**src/hdl/imubc_pkg.sv**
```systemverilog
// ----------------------------------------------------------------------------
// imubc_pkg
// Shared types and constants for the imu bias calibrate and correct block:
// axis layout, sum width, register map, controller states and the
// command and status structs between the controller and the datapath.
// ----------------------------------------------------------------------------
package imubc_pkg;

   // frame layout
   localparam int NUM_AXES   = 6;
   localparam int AXIS_W     = 16;
   localparam int AXIS_IDX_W = 3;
   localparam logic [AXIS_IDX_W-1:0] AXIS_ACCEL_Z = 3'd2;
   localparam logic [AXIS_IDX_W-1:0] AXIS_LAST    = 3'd5;

   // running sums wrap at this width
   localparam int SUM_W  = 25;
   localparam int STEP_W = 5;
   localparam logic [STEP_W-1:0] STEP_LAST = 5'(SUM_W - 1);

   // configuration registers
   localparam int COUNT_REG_W = 9;
   localparam int GRAV_W      = 15;
   localparam logic [COUNT_REG_W-1:0] SAMPLE_COUNT_RESET = 9'd200;
   localparam logic [GRAV_W-1:0]      GRAVITY_RESET      = 15'd16384;
   localparam logic REG_SAMPLE_COUNT = 1'b0;
   localparam logic REG_GRAVITY      = 1'b1;

   // frame and result kinds
   localparam logic FRAME_CAL   = 1'b0;
   localparam logic FRAME_DATA  = 1'b1;
   localparam logic KIND_DATA   = 1'b0;
   localparam logic KIND_OFFSET = 1'b1;

   typedef logic [NUM_AXES-1:0][AXIS_W-1:0] axes_type;

   typedef enum logic [2:0] {
      ST_IDLE,
      ST_EXEC,
      ST_DIV_LOAD,
      ST_DIV_STEP,
      ST_DIV_STORE,
      ST_EMIT
   } ctrl_state_type;

   typedef struct packed {
      logic                  capture;
      logic                  accumulate;
      logic                  clear_wrap;
      logic                  div_load;
      logic                  div_step;
      logic                  div_store;
      logic                  load_data;
      logic                  load_offsets;
      logic [AXIS_IDX_W-1:0] axis;
   } ctrl_cmd_type;

   typedef struct packed {
      logic is_data;
      logic cal_done;
      logic out_free;
   } dpath_status_type;

endpackage

```
**src/hdl/imubc_ctrl.sv**
```systemverilog
// ----------------------------------------------------------------------------
// imubc_ctrl
// Controller: sequences capture, accumulation, the per-axis bit-serial
// division of the sums and the loading of the output register.
// ----------------------------------------------------------------------------
module imubc_ctrl (
   input  logic                        clock,
   input  logic                        reset,
   input  logic                        req_tvalid,
   output logic                        req_tready,
   input  imubc_pkg::dpath_status_type status,
   output imubc_pkg::ctrl_cmd_type     cmd
);
   import imubc_pkg::*;

   ctrl_state_type        state_ff, state_in;
   logic [AXIS_IDX_W-1:0] axis_ff, axis_in;
   logic [STEP_W-1:0]     step_ff, step_in;

   // state and counters
   always_ff @(posedge clock) begin
      if (reset) begin
         state_ff <= ST_IDLE;
         axis_ff  <= '0;
         step_ff  <= '0;
      end else begin
         state_ff <= state_in;
         axis_ff  <= axis_in;
         step_ff  <= step_in;
      end
   end

   // next state
   always_comb begin
      state_in = state_ff;
      axis_in  = axis_ff;
      step_in  = step_ff;
      case (state_ff)
         ST_IDLE: begin
            if (req_tvalid) begin
               state_in = ST_EXEC;
            end
         end
         ST_EXEC: begin
            if (status.is_data) begin
               if (status.out_free) begin
                  state_in = ST_IDLE;
               end
            end else if (status.cal_done) begin
               state_in = ST_DIV_LOAD;
               axis_in  = '0;
            end else begin
               state_in = ST_IDLE;
            end
         end
         ST_DIV_LOAD: begin
            state_in = ST_DIV_STEP;
            step_in  = '0;
         end
         ST_DIV_STEP: begin
            if (step_ff == STEP_LAST) begin
               state_in = ST_DIV_STORE;
            end else begin
               step_in = step_ff + 1'b1;
            end
         end
         ST_DIV_STORE: begin
            if (axis_ff == AXIS_LAST) begin
               state_in = ST_EMIT;
               axis_in  = '0;
            end else begin
               state_in = ST_DIV_LOAD;
               axis_in  = axis_ff + 1'b1;
            end
         end
         ST_EMIT: begin
            if (status.out_free) begin
               state_in = ST_IDLE;
            end
         end
         default: begin
            state_in = ST_IDLE;
         end
      endcase
   end

   // commands
   always_comb begin
      cmd        = '0;
      cmd.axis   = axis_ff;
      req_tready = 1'b0;
      case (state_ff)
         ST_IDLE: begin
            req_tready  = 1'b1;
            cmd.capture = req_tvalid;
         end
         ST_EXEC: begin
            if (status.is_data) begin
               cmd.load_data = status.out_free;
            end else begin
               cmd.accumulate = 1'b1;
               cmd.clear_wrap = status.cal_done;
            end
         end
         ST_DIV_LOAD: begin
            cmd.div_load = 1'b1;
         end
         ST_DIV_STEP: begin
            cmd.div_step = 1'b1;
         end
         ST_DIV_STORE: begin
            cmd.div_store = 1'b1;
         end
         ST_EMIT: begin
            cmd.load_offsets = status.out_free;
         end
         default: begin
            cmd = '0;
         end
      endcase
   end

endmodule

```
**src/hdl/imubc_dpath.sv**
```systemverilog
// ----------------------------------------------------------------------------
// imubc_dpath
// Datapath: input frame register, running sums, frame counter, a shared
// restoring divider (one quotient bit per cycle), offsets and the output
// register.
// ----------------------------------------------------------------------------
module imubc_dpath #(
   parameter int MAX_CAL_SAMPLES = 256
) (
   input  logic                                    clock,
   input  logic                                    reset,
   input  imubc_pkg::ctrl_cmd_type                 cmd,
   output imubc_pkg::dpath_status_type             status,
   input  logic [imubc_pkg::COUNT_REG_W-1:0]       sample_count,
   input  logic [imubc_pkg::GRAV_W-1:0]            gravity_counts,
   input  logic                                    in_type,
   input  imubc_pkg::axes_type                     in_axes,
   input  logic [imubc_pkg::AXIS_W-1:0]            in_temp,
   input  logic                                    rsp_tready,
   output logic                                    rsp_valid,
   output logic                                    rsp_kind,
   output imubc_pkg::axes_type                     rsp_axes,
   output logic [imubc_pkg::AXIS_W-1:0]            rsp_temp,
   output logic                                    rsp_wrapped
);
   import imubc_pkg::*;

   // largest count the register can ask for under the limit
   localparam int CLAMP = (MAX_CAL_SAMPLES < (2 ** COUNT_REG_W) - 1) ?
                          MAX_CAL_SAMPLES : (2 ** COUNT_REG_W) - 1;
   localparam int CNT_W = (CLAMP < 2) ? 1 : $clog2(CLAMP + 1);
   localparam int AVG_W = SUM_W + 2;

   // input frame register
   logic                  type_ff;
   axes_type              samp_ff;
   logic [AXIS_W-1:0]     temp_ff;

   // calibration state
   logic [SUM_W-1:0]      sums_ff [NUM_AXES];
   axes_type              offs_ff;
   logic [CNT_W-1:0]      frames_ff;
   logic                  wrap_ff;

   // divider
   logic [CNT_W-1:0]      rem_ff, rem_in;
   logic [SUM_W-1:0]      quo_ff, quo_in;
   logic                  neg_ff;

   // output register
   logic                  valid_ff;
   logic                  kind_ff;
   axes_type              axes_ff;
   logic [AXIS_W-1:0]     otemp_ff;
   logic                  owrap_ff;

   logic [CNT_W-1:0]      eff_count;
   logic [CNT_W:0]        frames_next;
   logic [SUM_W-1:0]      sel_sum;
   logic [SUM_W-1:0]      sel_mag;
   logic [CNT_W:0]        rem_shift;
   logic [SUM_W:0]        quo_signed;
   logic [AVG_W-1:0]      avg;
   logic                  avg_wrap;
   axes_type              corr;
   logic [NUM_AXES-1:0]   corr_wrap;
   logic                  out_free;

   // effective calibration count, zero acts as one
   always_comb begin
      if (sample_count == '0) begin
         eff_count = CNT_W'(1);
      end else if (sample_count > COUNT_REG_W'(CLAMP)) begin
         eff_count = CNT_W'(CLAMP);
      end else begin
         eff_count = sample_count[CNT_W-1:0];
      end
   end

   assign frames_next = {1'b0, frames_ff} + 1'b1;
   assign out_free    = !valid_ff || rsp_tready;

   assign status.is_data  = (type_ff == FRAME_DATA);
   assign status.cal_done = (frames_next >= {1'b0, eff_count});
   assign status.out_free = out_free;

   // divider operand selection and one restoring step
   always_comb begin
      sel_sum   = sums_ff[cmd.axis];
      sel_mag   = sel_sum[SUM_W-1] ? (~sel_sum + 1'b1) : sel_sum;
      rem_shift = {rem_ff, quo_ff[SUM_W-1]};
      if (rem_shift >= {1'b0, eff_count}) begin
         rem_in = CNT_W'(rem_shift - {1'b0, eff_count});
         quo_in = {quo_ff[SUM_W-2:0], 1'b1};
      end else begin
         rem_in = rem_shift[CNT_W-1:0];
         quo_in = {quo_ff[SUM_W-2:0], 1'b0};
      end
   end

   // signed average, gravity taken off the z accelerometer
   always_comb begin
      quo_signed = neg_ff ? (~{1'b0, quo_ff} + 1'b1) : {1'b0, quo_ff};
      avg        = {quo_signed[SUM_W], quo_signed};
      if (cmd.axis == AXIS_ACCEL_Z) begin
         avg = avg - {{(AVG_W-GRAV_W){1'b0}}, gravity_counts};
      end
      avg_wrap = (avg[AVG_W-1:AXIS_W-1] != {(AVG_W-AXIS_W+1){avg[AXIS_W-1]}});
   end

   // corrected samples for a data frame
   always_comb begin
      for (int i = 0; i < NUM_AXES; i++) begin
         logic [AXIS_W:0] diff;
         diff = {samp_ff[i][AXIS_W-1], samp_ff[i]} - {offs_ff[i][AXIS_W-1], offs_ff[i]};
         corr[i]      = diff[AXIS_W-1:0];
         corr_wrap[i] = diff[AXIS_W] != diff[AXIS_W-1];
      end
   end

   // frame capture
   always_ff @(posedge clock) begin
      if (cmd.capture) begin
         type_ff <= in_type;
         samp_ff <= in_axes;
         temp_ff <= in_temp;
      end
   end

   // sums, counter and offsets
   always_ff @(posedge clock) begin
      if (reset) begin
         for (int i = 0; i < NUM_AXES; i++) begin
            sums_ff[i] <= '0;
         end
         offs_ff   <= '0;
         frames_ff <= '0;
         wrap_ff   <= 1'b0;
      end else begin
         if (cmd.accumulate) begin
            for (int i = 0; i < NUM_AXES; i++) begin
               sums_ff[i] <= sums_ff[i] +
                             {{(SUM_W-AXIS_W){samp_ff[i][AXIS_W-1]}}, samp_ff[i]};
            end
            frames_ff <= status.cal_done ? '0 : frames_next[CNT_W-1:0];
         end
         if (cmd.clear_wrap) begin
            wrap_ff <= 1'b0;
         end
         if (cmd.div_store) begin
            offs_ff[cmd.axis] <= avg[AXIS_W-1:0];
            sums_ff[cmd.axis] <= '0;
            wrap_ff           <= wrap_ff | avg_wrap;
         end
      end
   end

   // divider registers
   always_ff @(posedge clock) begin
      if (cmd.div_load) begin
         rem_ff <= '0;
         quo_ff <= sel_mag;
         neg_ff <= sel_sum[SUM_W-1];
      end else if (cmd.div_step) begin
         rem_ff <= rem_in;
         quo_ff <= quo_in;
      end
   end

   // output register valid
   always_ff @(posedge clock) begin
      if (reset) begin
         valid_ff <= 1'b0;
      end else if (cmd.load_data || cmd.load_offsets) begin
         valid_ff <= 1'b1;
      end else if (rsp_tready) begin
         valid_ff <= 1'b0;
      end
   end

   // output register payload
   always_ff @(posedge clock) begin
      if (cmd.load_data) begin
         kind_ff  <= KIND_DATA;
         axes_ff  <= corr;
         otemp_ff <= temp_ff;
         owrap_ff <= |corr_wrap;
      end else if (cmd.load_offsets) begin
         kind_ff  <= KIND_OFFSET;
         axes_ff  <= offs_ff;
         otemp_ff <= '0;
         owrap_ff <= wrap_ff;
      end
   end

   assign rsp_valid   = valid_ff;
   assign rsp_kind    = kind_ff;
   assign rsp_axes    = axes_ff;
   assign rsp_temp    = otemp_ff;
   assign rsp_wrapped = owrap_ff;

endmodule

```
**src/hdl/imu_bias_calibrate_and_correct.sv**
```systemverilog
// ----------------------------------------------------------------------------
// imu_bias_calibrate_and_correct
// Six-axis imu bias calibration and correction with a register port for the
// calibration count and the one-g count.
// ----------------------------------------------------------------------------
// Usage:
// Frames arrive on the req stream: tuser selects a calibration frame (0) or
// a data frame (1); tdata carries accel x/y/z, gyro x/y/z and temperature.
// Words leave on the rsp stream: tuser is the result kind (0 corrected data,
// 1 new offsets), tdata the six axes, temperature and the wrap flag.
// One frame is handled at a time. A data frame or a calibration frame that
// does not complete the count is captured and passes through the execute
// state before the next ready; a data frame's word is loaded into the output
// register from that state. The frame that completes the count runs the
// shared bit-serial divider over the six sums, one axis after another
// through load, step and store, and then its offset word is loaded.
// A finished word waits in the output register; the next frame is taken
// meanwhile, and the block holds only when a second word is ready before the
// first was taken. Reset clears sums, offsets, counter and the output valid,
// and loads the register defaults (count 200, one g 16384).
// ----------------------------------------------------------------------------
module imu_bias_calibrate_and_correct #(
   parameter int MAX_CAL_SAMPLES = 256
) (
   input  logic         clock,
   input  logic         reset,
   // request stream
   input  logic         req_tvalid,
   output logic         req_tready,
   input  logic [111:0] req_tdata,  // accel_x_in, accel_y_in, accel_z_in,
                                    // gyro_x_in, gyro_y_in, gyro_z_in, temp_in
   input  logic         req_tuser,  // req_type
   // response stream
   output logic         rsp_tvalid,
   input  logic         rsp_tready,
   output logic [119:0] rsp_tdata,  // accel_x_out, accel_y_out, accel_z_out,
                                    // gyro_x_out, gyro_y_out, gyro_z_out,
                                    // temp_out, wrapped, zero fill
   output logic         rsp_tuser,  // result_kind
   // register port
   input  logic         csr_psel,
   input  logic         csr_penable,
   input  logic         csr_pwrite,
   input  logic [2:0]   csr_paddr,
   input  logic [31:0]  csr_pwdata,
   output logic [31:0]  csr_prdata,
   output logic         csr_pready
);
   import imubc_pkg::*;

   logic [COUNT_REG_W-1:0] sample_count_ff;
   logic [GRAV_W-1:0]      gravity_ff;
   logic                   csr_write;

   ctrl_cmd_type           cmd;
   dpath_status_type       status;
   axes_type               in_axes;
   axes_type               out_axes;
   logic [AXIS_W-1:0]      out_temp;
   logic                   out_wrapped;

   // register port
   assign csr_pready = 1'b1;
   assign csr_write  = csr_psel && csr_penable && csr_pwrite && csr_pready;

   always_ff @(posedge clock) begin
      if (reset) begin
         sample_count_ff <= SAMPLE_COUNT_RESET;
         gravity_ff      <= GRAVITY_RESET;
      end else if (csr_write) begin
         case (csr_paddr[2])
            REG_SAMPLE_COUNT: sample_count_ff <= csr_pwdata[COUNT_REG_W-1:0];
            REG_GRAVITY:      gravity_ff      <= csr_pwdata[GRAV_W-1:0];
            default: begin
               sample_count_ff <= sample_count_ff;
            end
         endcase
      end
   end

   always_comb begin
      case (csr_paddr[2])
         REG_SAMPLE_COUNT: csr_prdata = {{(32-COUNT_REG_W){1'b0}}, sample_count_ff};
         REG_GRAVITY:      csr_prdata = {{(32-GRAV_W){1'b0}}, gravity_ff};
         default:          csr_prdata = '0;
      endcase
   end

   // unpack the request word
   always_comb begin
      for (int i = 0; i < NUM_AXES; i++) begin
         in_axes[i] = req_tdata[i*AXIS_W +: AXIS_W];
      end
   end

   imubc_ctrl u_ctrl (
      .clock      (clock),
      .reset      (reset),
      .req_tvalid (req_tvalid),
      .req_tready (req_tready),
      .status     (status),
      .cmd        (cmd)
   );

   imubc_dpath #(
      .MAX_CAL_SAMPLES (MAX_CAL_SAMPLES)
   ) u_dpath (
      .clock          (clock),
      .reset          (reset),
      .cmd            (cmd),
      .status         (status),
      .sample_count   (sample_count_ff),
      .gravity_counts (gravity_ff),
      .in_type        (req_tuser),
      .in_axes        (in_axes),
      .in_temp        (req_tdata[NUM_AXES*AXIS_W +: AXIS_W]),
      .rsp_tready     (rsp_tready),
      .rsp_valid      (rsp_tvalid),
      .rsp_kind       (rsp_tuser),
      .rsp_axes       (out_axes),
      .rsp_temp       (out_temp),
      .rsp_wrapped    (out_wrapped)
   );

   // pack the response word
   always_comb begin
      rsp_tdata = '0;
      for (int i = 0; i < NUM_AXES; i++) begin
         rsp_tdata[i*AXIS_W +: AXIS_W] = out_axes[i];
      end
      rsp_tdata[NUM_AXES*AXIS_W +: AXIS_W] = out_temp;
      rsp_tdata[(NUM_AXES+1)*AXIS_W]       = out_wrapped;
   end

endmodule
```
**config.mk**
```make
export PLATFORM = sky130hd
export DESIGN_NAME = imu_bias_calibrate_and_correct
export DESIGN_NICKNAME = d
export VERILOG_FILES = /design/src/hdl/imubc_pkg.sv /design/src/hdl/imubc_ctrl.sv /design/src/hdl/imubc_dpath.sv /design/src/hdl/imu_bias_calibrate_and_correct.sv
export SDC_FILE = /design/constraint.sdc
export NUM_CORES = 2
export LEC_CHECK = 0
export CORE_MARGIN = 2
export CORE_UTILIZATION = 42
export DETAILED_ROUTE_END_ITERATION = 8
export DONT_BUFFER_PORTS = 1
export PLACE_DENSITY = 0.7
export SKIP_LAST_GASP = 1
export SYNTH_ARGS = -nofsm -noshare
export SYNTH_HDL_FRONTEND = slang
export SYNTH_SLANG_ARGS = --single-unit
```
**constraint.sdc**
```tcl
create_clock -name clock -period 7.23 [get_ports clock]
set_input_delay 1.446 -clock clock [delete_from_list [all_inputs] [get_ports clock]]
set_output_delay 1.446 -clock clock [all_outputs]
set_load 0.01 [all_outputs]
```
After elaboration in Yosys (flattened, before gate mapping)
Memory sizes are Yosys's and may differ from the RTL's.
Cells that the tools add are included.
W data, S select, Z words.
Word-level totals
  register bits after elaboration: 404
  RAM bits: 150
  input port bits: 155
  output and inout bits: 156
  word-level logic and storage cells: 176
  memories kept: 1
Operators by class
  add/subtract/negate cells: 19
  order comparisons: 5
  equality and inequality tests: 20
  mux-type cells: 65
  bitwise gates (word level): 10
  reductions and logical operators: 22
Memory list
  u_dpath.sums_ff: words 6, width 25, rd ports 7, clocked after Yosys merged registers in 0, write ports 6, RTL line imubc_dpath.sv:40  | logic [SUM_W-1:0] sums_ff [NUM_AXES];
Operators with widths (count)
  $mux W25: 10
  $mux W96: 2
  $add A25 B25 Y25: 6
  $sub A16 B16 Y17: 6
  $bwmux W96: 1
  $pmux W32 S2: 1
  $demux W16 S3: 1
  $mux W16: 3
  $mux W9: 4
  $mux W3: 10
  $mux W27: 1
  $sub A26 B16 Y27: 1
  $add A26 B1 Y26 const B: 1
  $mux W26: 1
  $not A25 Y26: 1
  $add A25 B1 Y25 const B: 1
  $not A25 Y25: 1
  $reduce_or A25 Y1: 1
  $mux W1: 24
  $ge A10 B9 Y1: 2
  $pmux W3 S6: 1
  $reduce_bool A2 Y1: 6
  $reduce_or A6 Y1: 2
  $ne A11 B11 Y1: 1
  other kinds (27): 53

Logic depth before layout (Yosys ltp)
  depth in word-level cells: 11
  gate-level depth with buffers: 19

Modules after synthesis
A second synthesis with hierarchy kept.
Unflattened totals
  cell total of the unflattened synthesis: 3804
  area total of the unflattened synthesis: 35263.8 um^2
Modules (own cells, without submodules)
  imubc_dpath: times used 1, cells each 3558, area each 33009.2 um^2, sequential area each 12912.4 um^2
  imu_bias_calibrate_and_correct: times used 1, cells each 146, area each 1408.9 um^2, sequential area each 480.5 um^2
  imubc_ctrl: times used 1, cells each 100, area each 845.8 um^2, sequential area each 220.2 um^2

Least setup slack after synthesis
Ideal clock, no wire load.
  path type: input to register
  start point: input port rsp_tready
  end point: register u_dpath.axes_ff, in the netlist u_dpath.rsp_axes[0] (enable)
  library setup time: 0.586 ns
  data arrival time: 6.366 ns
  data required time: 6.644 ns
  setup slack: 0.277 ns
  cell stages on the path: 3
  buffers on the path: 1
  path through: nor2b_1 clkbuf_1 nor2_1
Between the ends
  longest elaborated chain between the ends: 4
  elaborated cells between the ends (all ways): 5
  those cells by class: mux: 3; reduce/logical: 2
Ends and longest elaborated chain
  from (decl): RTL line imu_bias_calibrate_and_correct.sv:35  | input logic rsp_tready,
  $logic_or A1 B1 Y1 (*): RTL line imubc_dpath.sv:81  | assign out_free = !valid_ff || rsp_tready;
  $mux W1: RTL line imubc_ctrl.sv:98  | if (status.is_data) begin
  $mux W1: RTL line imubc_ctrl.sv:92  | case (state_ff)
  $reduce_bool A2 Y1 (no line) (*)
  to (signal assigned): RTL line imubc_dpath.sv:185  | axes_ff <= corr;
  to (signal assigned): RTL line imubc_dpath.sv:190  | axes_ff <= offs_ff;
  to (decl): RTL line imubc_dpath.sv:53  | axes_type axes_ff;
Every way passes the cells marked *; elsewhere a longest branch is shown, timed or not.
A chain may end at the register's enable or synchronous reset.

Final worst setup path
  start point: register u_dpath.neg_ff
  end point: register u_dpath.wrap_ff
Between the ends
  longest elaborated chain between the ends: 6
Ends and longest elaborated chain
  from (decl): RTL line imubc_dpath.sv:48  | logic neg_ff;
  from (signal assigned): RTL line imubc_dpath.sv:163  | neg_ff <= sel_sum[SUM_W-1];
  $mux W26 (*): RTL line imubc_dpath.sv:103  | quo_signed = neg_ff ? (~{1'b0, quo_ff} + 1'b1) : {1'b0, quo_ff};
  $sub A26 B16 Y27: RTL line imubc_dpath.sv:106  | avg = avg - {{(AVG_W-GRAV_W){1'b0}}, gravity_counts};
  $mux W27 (*): RTL line imubc_dpath.sv:105  | if (cmd.axis == AXIS_ACCEL_Z) begin
  $ne A11 B11 Y1 (*): RTL line imubc_dpath.sv:108  | avg_wrap = (avg[AVG_W-1:AXIS_W-1] != {(AVG_W-AXIS_W+1){avg[AXIS_W-1]}});
  $or A1 B1 Y1 (*): RTL line imubc_dpath.sv:153  | wrap_ff <= wrap_ff | avg_wrap;
  $mux W1 (*): RTL line imubc_dpath.sv:150  | if (cmd.div_store) begin
  to (signal assigned): RTL line imubc_dpath.sv:153
  to (decl): RTL line imubc_dpath.sv:43  | logic wrap_ff;
Marks and branches as above.

==> flow_metrics.env <==
export IMPL_cts_inserted_buffers=66
export IMPL_hold_depth=2
export IMPL_post_route_cells_drive_above_1_share_pct=5.30
export IMPL_grt_start_max_net_pins=143
export IMPL_post_cts_resize_count=0
export IMPL_antenna_found_initial=6
export IMPL_post_synth_cell_area_avg_um2=8.87
export IMPL_drt_met1_wl_mm=42.5
export IMPL_irDropWorstVdd_mv=0.181
export IMPL_total_routing_usage_reported_by_global_routing_pct=23.7
export IMPL_routed_via_density=5.72
export IMPL_cts_max_path_buffers=3
export IMPL_gpl_final_weighted_congestion=0.955
export IMPL_via_count=27984
export IMPL_sequential_area_share_after_synthesis_pct=40.0
export IMPL_synth_top_cell_by_area="edfxtp_1"
export IMPL_number_of_synthesis_warnings=0
export IMPL_length_of_routed_met3_wiring_mm=7.45
export IMPL_timing_max_transition_violations_final=0
export IMPL_post_route_min_period_ps=5270
export IMPL_postSynthCellCount=3834
export IMPL_reg_clk_slew_reported_paths_ps=60
export IMPL_postSynthRegisterBits=554
export IMPL_cts_tree="done"
export IMPL_clock_sinks=554
export IMPL_finalNetCount=4222
export IMPL_placed_cell_area_um2=34900
export IMPL_tns_ps=0
export IMPL_dp_final_hpwl_mm=74.8
export IMPL_die_ar_um2=83300
export IMPL_gr_total_overflow=0
export IMPL_number_of_global_route_vias_before_repair=26007
export IMPL_postCtsSetupBuffers=0
export IMPL_worst_endpoint_arrival_ps=5770
export IMPL_floorplan_io_pins=311
export IMPL_drt_initial_drc_count=2316
export IMPL_max_cap_viol_count=0
export IMPL_timing_critical_path_from_type="flip-flop"
export IMPL_unrepaired_setup_endpoints_after_global_routing="false"
export IMPL_critPathMaxFanout=27
export IMPL_mappedNetlistArea_um2=34000
export IMPL_power_density_nw_per_um2=217
export IMPL_yosys_most_used_dff="dfxtp_1"
export IMPL_mostFrequentLayoutCells="580 x nand2_1, 323 x a21oi_1, 302 x dfxtp_1, 278 x ha_1, 256 x o21ai_0"
export IMPL_synthToLayoutAreaGrowth_pct=9.26
export IMPL_required_ps=7730
export IMPL_cts_hold_repair_buffers=0
export IMPL_worst_skew_pair_late_latency_ps=630
export IMPL_synth_cell_types=89
export IMPL_wirelength_mm=101
export IMPL_layout_commonest_cell="nand2_1"
export IMPL_finalClockSkew_ps=43.6
export IMPL_end_kind="flip-flop"
export IMPL_worstHoldPathType="flip-flop to flip-flop"
export IMPL_drt_drc_violations_left=0
export IMPL_io_buffers=0
export IMPL_drt_antenna_violating_nets=0
export IMPL_final_cycle_share_pct=72.9
export IMPL_dieHeight_um=289
export IMPL_grt_first_pass_wirelength_mm=153
export IMPL_path_class="flip-flop to flip-flop"
export IMPL_setup_viol=0
export IMPL_outcome="finished clean"
export IMPL_worst_pin_slew_ps=1210
export IMPL_dr_max_layer_used="met5"
export IMPL_clk_root_buffer_cell="clkbuf_16"
export IMPL_max_freq_mhz=190
export IMPL_report_final_hold_viol_count=0
export IMPL_fp_coreArea_um2=80400
export IMPL_synth_edf_count=252
export IMPL_synth_async_reset_ratio_pct=0
export IMPL_slew_headroom_pct=17.7
export IMPL_avgRoutedWirePerCell_um=20.6
export IMPL_chipWidth_um=289
export IMPL_static_leakage_power_nw=14.1
export IMPL_met2_wirelength_mm=46.5
export IMPL_worst_r2r_cell_count=14
export IMPL_row_count=104
export IMPL_final_design_area_no_fill_um2=37200
export IMPL_first_pass_iters=6
export IMPL_effective_utilization_at_floorplan_pct=42.3
export IMPL_leading_cell_types_by_total_area_after_synthesis="edfxtp_1 22%, dfxtp_1 18%, ha_1 10%"
export IMPL_h_tree_depth=3
export IMPL_synth_top_area_share_pct=22.2
==> worst max-delay path: stages (launching register included) <==
cell and delay (ps):
edfxtp_1 930, o21ai_0 260, xnor2_1 310, ha_1 330, a21o_1 230, or4_1 400, o221ai_1 250, a21oi_1 110
o31ai_1 550, nand2_1 180, xor2_2 940, o21ai_0 210, nor4_1 250, a21o_1 120, a311oi_1 80
==> cells by family after synthesis <==
logic type,synth area share [%]
XOR/XNOR,7.08
adder cells (fa/ha/maj),11.0
other,0.0221
multiplexers,1.04
flip-flops,40.0
AO/OA/AOI/OAI,20.1
buffers and inverters,4.39
AND/OR/NAND/NOR,16.3
==> state kept, by name (all words and copies together), names as in the netlist, 9 cells and up <==
name / flops
gravity_ff: 15
u_dpath.samp_ff: 96
u_dpath.frames_ff: 9
u_dpath.offs_ff: 96
u_dpath.quo_ff: 25
u_dpath.sums_ff: 150
u_dpath.rsp_temp: 16
sample_count_ff: 9
u_dpath.rsp_axes: 96
u_dpath.rem_ff: 9
u_dpath.temp_ff: 16
==> cell type report <==
cell class              count  area [µm²]
inverters                 179         672
fillers                  7616       43200
clock inverters            41         449
flip-flops and latches    554       13600
well taps                1060        1330
clock buffers              80        1790
repair buffers             28         223
multi-input cells        2946       19100
diodes                      4        10.0
==> final timing paths <==
path | endpoint | startpoint | slack (ps)
min reg2reg | u_dpath.offs_ff[34] | u_dpath.offs_ff[34] | 450
max reg2reg | u_dpath.wrap_ff | u_dpath.neg_ff | 1960
max | u_dpath.wrap_ff | u_dpath.neg_ff | 1960
min | u_dpath.offs_ff[34] | u_dpath.offs_ff[34] | 450
==> Yosys cell counts, types with 65 or more instances <==
library cell    n
xor2_1        118
ha_1          278
a21oi_1       325
nand2_1       580
a211oi_1       94
inv_1         177
nor2_1        256
o21ai_0       256
xnor2_1       155
dfxtp_1       302
nor3_1         72
edfxtp_1      252
a21o_1         82
nand3_1        65
clkbuf_1      125
==> where the power goes <==
part | internal, mW | total [mW] | leakage (nW) | switching (mW)
logic | 0.431 | 1.06 | 8.14 | 0.631
clock network | 2.00 | 3.44 | 1.09 | 1.43
registers | 3.42 | 3.58 | 4.83 | 0.161
==> layer usage <==
layer	vias to the layer above	global-route usage, %
met4	4	11.0
met1	13275	30.7
met5	-	0
li1	13608	-
met2	903	38.5
met3	194	4.27
==> through the flow <==
step                      total power [mW]  cells  hold slack, ps  util, %  worst slack [ps]
after floorplan                       4.43   3857             436        -               277
after global placement                4.66   4767             441     43.4              1990
after detailed placement              4.69   4767             447     43.4              1990
after CTS                             8.11   4888             455     46.2              1990
after global routing                  8.38   4890             476     46.2              1620
final                                 8.07   4892             453     46.2              1960
Note: power is estimated with default switching activity, not from simulation.
